<file path="config.mk">
export PLATFORM = sky130hd
export DESIGN_NAME = pre_ctrl
export DESIGN_NICKNAME = d
export VERILOG_FILES = /design/src/design/pre_pkg.sv /design/src/design/pre_ctrl.sv
export SDC_FILE = /design/constraint.sdc
export NUM_CORES = 1
export LEC_CHECK = 0
export BUFFER_PORTS_ARGS = -buffer_cell sky130_fd_sc_hd__buf_2
export CORE_ASPECT_RATIO = 2
export CORE_UTILIZATION = 45
export DETAILED_ROUTE_END_ITERATION = 16
export GPL_ROUTABILITY_DRIVEN = 1
export GPL_TIMING_DRIVEN = 1
export PLACE_DENSITY = 0.76
export SYNTH_ARGS = -nofsm -noshare
export SYNTH_HDL_FRONTEND = slang
export SYNTH_SLANG_ARGS = --single-unit
</file>
<file path="constraint.sdc">
create_clock -name clk -period 2.46 [get_ports clk]
set_clock_uncertainty 0.1 [all_clocks]
set_input_delay 0.369 -clock clk [delete_from_list [all_inputs] [get_ports clk]]
set_output_delay 0.369 -clock clk [all_outputs]
set_load 0.01 [all_outputs]
</file>
<file path="src/design/pre_pkg.sv">
`default_nettype none
// ---------------------------------------------------------------------------
// pre_pkg
// Shared types and helpers for the polyline ribbon extruder.
// ---------------------------------------------------------------------------
package pre_pkg;

  // commands from the controller to the datapath
  typedef struct packed {
    logic       load_in;
    logic       store_first;
    logic       start_diff;
    logic       norm_shift;
    logic       sq_step;
    logic       sqrt_step;
    logic       div_init;
    logic       div_step;
    logic       div_store;
    logic       mul_step;
    logic       emit_vtx;
    logic       emit_pix;
    logic [1:0] sel;
  } pre_cmd_t;

  // status from the datapath to the controller
  typedef struct packed {
    logic pixel_mode;
    logic have_prev;
    logic norm_done;
    logic out_free;
  } pre_status_t;

  // configuration register indexes
  localparam logic REG_THICKNESS = 1'b0;
  localparam logic REG_COLOR     = 1'b1;

  // clamp a 34-bit signed value to the 32-bit signed range
  function automatic logic [31:0] sat32(input logic signed [33:0] v);
    logic [31:0] r;
    if (v > 34'sd2147483647) begin
      r = 32'h7fff_ffff;
    end else if (v < -34'sd2147483648) begin
      r = 32'h8000_0000;
    end else begin
      r = v[31:0];
    end
    return r;
  endfunction

endpackage : pre_pkg
`default_nettype wire

</file>
<file path="src/design/pre_ctrl.sv">
`default_nettype none
// ---------------------------------------------------------------------------
// pre_ctrl
// Sequencer for one point: history check, normalization, root, divides,
// scaling and vertex issue.
// ---------------------------------------------------------------------------
module pre_ctrl import pre_pkg::*; #(
  parameter int FRAC_BITS = 16
) (
  input  wire logic        clk,
  input  wire logic        rst,
  input  wire logic        s_tvalid,
  output logic             s_tready,
  input  wire pre_status_t status,
  output pre_cmd_t         cmd
);

  localparam logic [5:0] DIV_LAST  = 6'(FRAC_BITS + 1);
  localparam logic [5:0] SQRT_LAST = 6'd31;

  typedef enum logic [8:0] {
    S_IDLE  = 9'b000000001,
    S_CHECK = 9'b000000010,
    S_NORM  = 9'b000000100,
    S_SQ    = 9'b000001000,
    S_SQRT  = 9'b000010000,
    S_DIV   = 9'b000100000,
    S_MUL   = 9'b001000000,
    S_EMIT  = 9'b010000000,
    S_PIX   = 9'b100000000
  } state_t;

  state_t     state, state_next;
  logic [1:0] sel, sel_next;
  logic [5:0] step, step_next;

  assign s_tready = (state == S_IDLE);

  // next state and commands
  always_comb begin
    state_next = state;
    sel_next   = sel;
    step_next  = step;
    cmd        = '0;
    cmd.sel    = sel;
    unique case (state)
      S_IDLE: begin
        if (s_tvalid) begin
          cmd.load_in = 1'b1;
          state_next  = S_CHECK;
        end
      end
      S_CHECK: begin
        if (status.pixel_mode) begin
          state_next = S_PIX;
        end else if (!status.have_prev) begin
          cmd.store_first = 1'b1;
          state_next      = S_IDLE;
        end else begin
          cmd.start_diff = 1'b1;
          state_next     = S_NORM;
        end
      end
      S_NORM: begin
        if (status.norm_done) begin
          sel_next   = 2'd0;
          state_next = S_SQ;
        end else begin
          cmd.norm_shift = 1'b1;
        end
      end
      S_SQ: begin
        cmd.sq_step = 1'b1;
        if (sel == 2'd2) begin
          step_next  = '0;
          state_next = S_SQRT;
        end else begin
          sel_next = sel + 2'd1;
        end
      end
      S_SQRT: begin
        cmd.sqrt_step = 1'b1;
        if (step == SQRT_LAST) begin
          step_next  = '0;
          sel_next   = 2'd0;
          state_next = S_DIV;
        end else begin
          step_next = step + 6'd1;
        end
      end
      S_DIV: begin
        if (step == 6'd0) begin
          cmd.div_init = 1'b1;
          step_next    = step + 6'd1;
        end else begin
          cmd.div_step = 1'b1;
          if (step == DIV_LAST) begin
            cmd.div_store = 1'b1;
            step_next     = '0;
            if (sel == 2'd2) begin
              sel_next   = 2'd0;
              state_next = S_MUL;
            end else begin
              sel_next = sel + 2'd1;
            end
          end else begin
            step_next = step + 6'd1;
          end
        end
      end
      S_MUL: begin
        cmd.mul_step = 1'b1;
        if (sel == 2'd2) begin
          sel_next   = 2'd0;
          state_next = S_EMIT;
        end else begin
          sel_next = sel + 2'd1;
        end
      end
      S_EMIT: begin
        if (status.out_free) begin
          cmd.emit_vtx = 1'b1;
          if (sel == 2'd3) begin
            sel_next   = 2'd0;
            state_next = S_IDLE;
          end else begin
            sel_next = sel + 2'd1;
          end
        end
      end
      S_PIX: begin
        if (status.out_free) begin
          cmd.emit_pix = 1'b1;
          state_next   = S_IDLE;
        end
      end
      default: state_next = S_IDLE;
    endcase
  end

  // state registers
  always_ff @(posedge clk) begin
    if (rst) begin
      state <= S_IDLE;
      sel   <= '0;
      step  <= '0;
    end else begin
      state <= state_next;
      sel   <= sel_next;
      step  <= step_next;
    end
  end

endmodule : pre_ctrl
`default_nettype wire

</file>
==> metrics.md <==
| Metric | Value |
|---|---|
| Layout cells sized above 1 | `0.2488` |
| Post-synth top area share | `0.2473` |
| Row count | `28` |
| Fin crit share | `0.9773` |
| Async SR Flop Fraction | `0` |
| Switch share | `0.3052` |
| Clock power share | `0.313` |
| Leak | `0.6822 nW` |
| CP endpoint kind | `output pin` |
| Top cells by count, synth | `dfxtp_1, inv_1, a21oi_1` |
| Fmax | `415.9 MHz` |
| Met2 Resource Use GR | `0.4281` |
| Max Cap Violations | `0` |
| Worst r2r src | `state[5]` |
| Worst r2r dst | `sel[1]` |
| # nets final | `224` |
| Cts hold-fix bufs | `0` |
| Dpl hpwl | `2929 µm` |
| Fin. max-slew vios | `0` |
| Post-synth cell types | `49` |
| Clk buf depth | `2` |
| Syn_area_per_cell | `7.646 µm²` |
| H-tree levels | `1` |
| Final wirelength | `3722 µm` |
| Routed length per placed instance | `15.57 µm` |
| Worst-Margin Slew | `0.4912 ns` |
| Register area share after synthesis | `0.2473` |
| Status | `completed` |
| Via count of the routed design | `1510` |
| Die width | `41.11 µm` |
| Synth Flop Type | `dfxtp_1` |
| Worst hold stages | `3` |
| # clock sinks | `17` |
| PwrDens | `414.6 nW/µm²` |
| Hold Vio Cnt, Final | `0` |
| Final Util | `0.5527` |
| Post-layout min period | `2.404 ns` |
| CTS tree | `yes` |
| First-pass GRT wire length | `6168 µm` |
| Number of fill cells | `288` |
| Hold endpoint | `state[8]` |
| Port bufs | `21` |
| Peak supply drop | `0.0002718 V` |
| Height of the die | `80.21 µm` |
| Switch Pwr | `0.2058 mW` |
| CTS root buffer | `clkbuf_8` |
| CTS clock-pin slew for the worst setup and hold paths | `0.07 ns` |
| Sum of negative setup slack | `0 ns` |
| Boundary Pins | `22` |
| Synthesis-to-finish area growth | `18.18%` |
| Starting Density | `0.4677` |
| Largest net degree at the start of global routing | `12` |
| Core box area | `2943 µm²` |
| Antenna Cells | `0` |
| Post-route ant nets | `0` |
| DRT iter0 DRCs | `59` |
| Sequential Power Share | `0.451` |
| FF-to-FF path depth | `5` |
| Clock latency on the worst-skew pair | `0.25 ns` |
| CP Launch Type | `register` |
| Yosys warns | `0` |
| Flop2flop setup slack | `0.26 ns` |
| CP Class | `register to output pin` |
| Crit Path Max Fanout | `10` |
| Gr usage total | `0.2643` |
| Slew headroom | `0.6700` |
| RSZ-0062 raised after global routing | `no` |
| Multi-input gate area | `922.1 µm²` |
| FF+latch area | `344.1 µm²` |
| Comb pwr share | `0.236` |
| DRC violations left | `0` |
| HP Start | `status[3]` |
| Final setup fails | `0` |
| DIE AREA | `3297 µm²` |
| Worst min-delay path class | `input pin to register` |
| Detailed Routing Iterations Pass 1 | `4` |
| Post-Syn Instances | `180` |
| Synth area leader | `dfxtp_1` |
| RD Place Congestion | `0.9330` |
| Met1 Track Usage GR | `0.2978` |
| Initial antenna violation count | `0` |
| GRT overflow | `0` |
| TritonCTS Buffers | `3` |
| Most numerous cell in the Yosys netlist | `dfxtp_1` |
| Synth Register Bits | `17` |
| Critical Path RT | `1.99 ns` |
| Mapped Area | `1376 µm²` |
| Power Internal | `0.4685 mW` |
| Vias per cell | `6.318` |
| Vias in the first global route | `1402` |
| Synth area leaders | `dfxtp_1, ha_1, a21oi_1` |
| Syn Nets | `194` |
| Number of flops mapped to enable cells by yosys | `0` |
| M3 GR Usage | `0.03039` |
| CP arrival | `1.94 ns` |
| GRT busiest layer | `met2` |
-- state kept, by name, indices dropped and copies added (netlist names) --
register and flops:
step 6, state 9, sel 2
-- cell usage in the layout, fill, tap and decap left out, types with 3 or more instances in the layout --
| cell | count |
|---|---|
| a21oi_1 | 14 |
| buf_2 | 21 |
| a31oi_1 | 4 |
| nor3_1 | 7 |
| nand2_1 | 9 |
| nand3_1 | 9 |
| nor3b_1 | 3 |
| o211ai_1 | 3 |
| nor2_1 | 12 |
| o31ai_1 | 4 |
| buf_4 | 15 |
| o21ai_0 | 8 |
| clkbuf_8 | 3 |
| inv_1 | 16 |
| nand4_1 | 11 |
| ha_1 | 7 |
| dfxtp_1 | 16 |
-- power by group through the flow --
| stage | Combinational [mW] | Clock [mW] | Sequential, mW |
|---|---|---|---|
| finish | 0.159 | 0.211 | 0.304 |
| global route | 0.177 | 0.223 | 0.307 |
| CTS | 0.157 | 0.215 | 0.303 |
| detailed placement | 0.155 | 0 | 0.307 |
| global placement | 0.154 | 0 | 0.307 |
| floorplan | 0.120 | 0 | 0.292 |
-- layout make-up --
cell class | instances | area share
Timing Repair Buffer | 36 | 0.1338
Sequential cell | 17 | 0.2115
Tap cell | 30 | 0.02308
Multi-Input combinational cell | 136 | 0.5669
Inverter | 16 | 0.03692
Clock buffer | 4 | 0.02769
-- worst max path at each step --
stage                  start  endpoint  slack (ns)  cells past startpoint
finish              state[0]    cmd[7]        0.06                      4
global route        state[0]    cmd[7]       0.008                      4
CTS                 state[0]    cmd[7]       0.003                      4
detailed placement  state[0]    cmd[7]        0.23                      4
global placement    state[0]    cmd[7]        0.25                      4
floorplan           state[3]    cmd[7]        0.33                      4
-- cells by family after synthesis --
logic type | Yosys count | share of synthesized area
buffers and inverters | 27 | 0.08636
adders and majority gates | 7 | 0.06363
muxes | 2 | 0.01545
xor gates and xnor gates | 2 | 0.01273
and+or+nand+nor | 74 | 0.3291
DFF | 17 | 0.2473
AOI/OAI and AO/OA | 51 | 0.2455
-- routing by layer --
metal  vias to the layer above  part of all wire
met4                         0             0.061
met5                         -                 0
met3                        20             0.034
li1                        727                 -
met1                       713              0.37
met2                        50              0.54
-- critical path: stages (launching register included) --
cell	delay, ns
dfxtp_4	0.38
or4_4	0.54
or3_4	0.37
and4b_2	0.27
buf_2	0.12
-- metrics by stage --
stage          std cells  setup slack (ns)  power [mW]  area (µm²)  hold slack (ns)
2_1_floorplan        180            0.3301      0.4120        1376           0.3842
3_3_place_gp         232            0.2456      0.4603        1550           0.4010
3_5_place_dp         232            0.2336      0.4623        1550           0.4104
4_1_cts              236          0.002945      0.6749        1599           0.2903
5_1_grt              239          0.008423      0.7072        1627           0.3471
6_report             239           0.05576      0.6743        1627           0.2870
-- timing repair --
action | in CTS | in global routing
setup buffers | 0 | 3
resized for setup | 2 | 1
setup endpoints to repair | 1 | 5
pin swaps | 0 | 2
hold endpoints to repair | 0 | 0
Note: power is estimated with default switching activity, not from simulation.
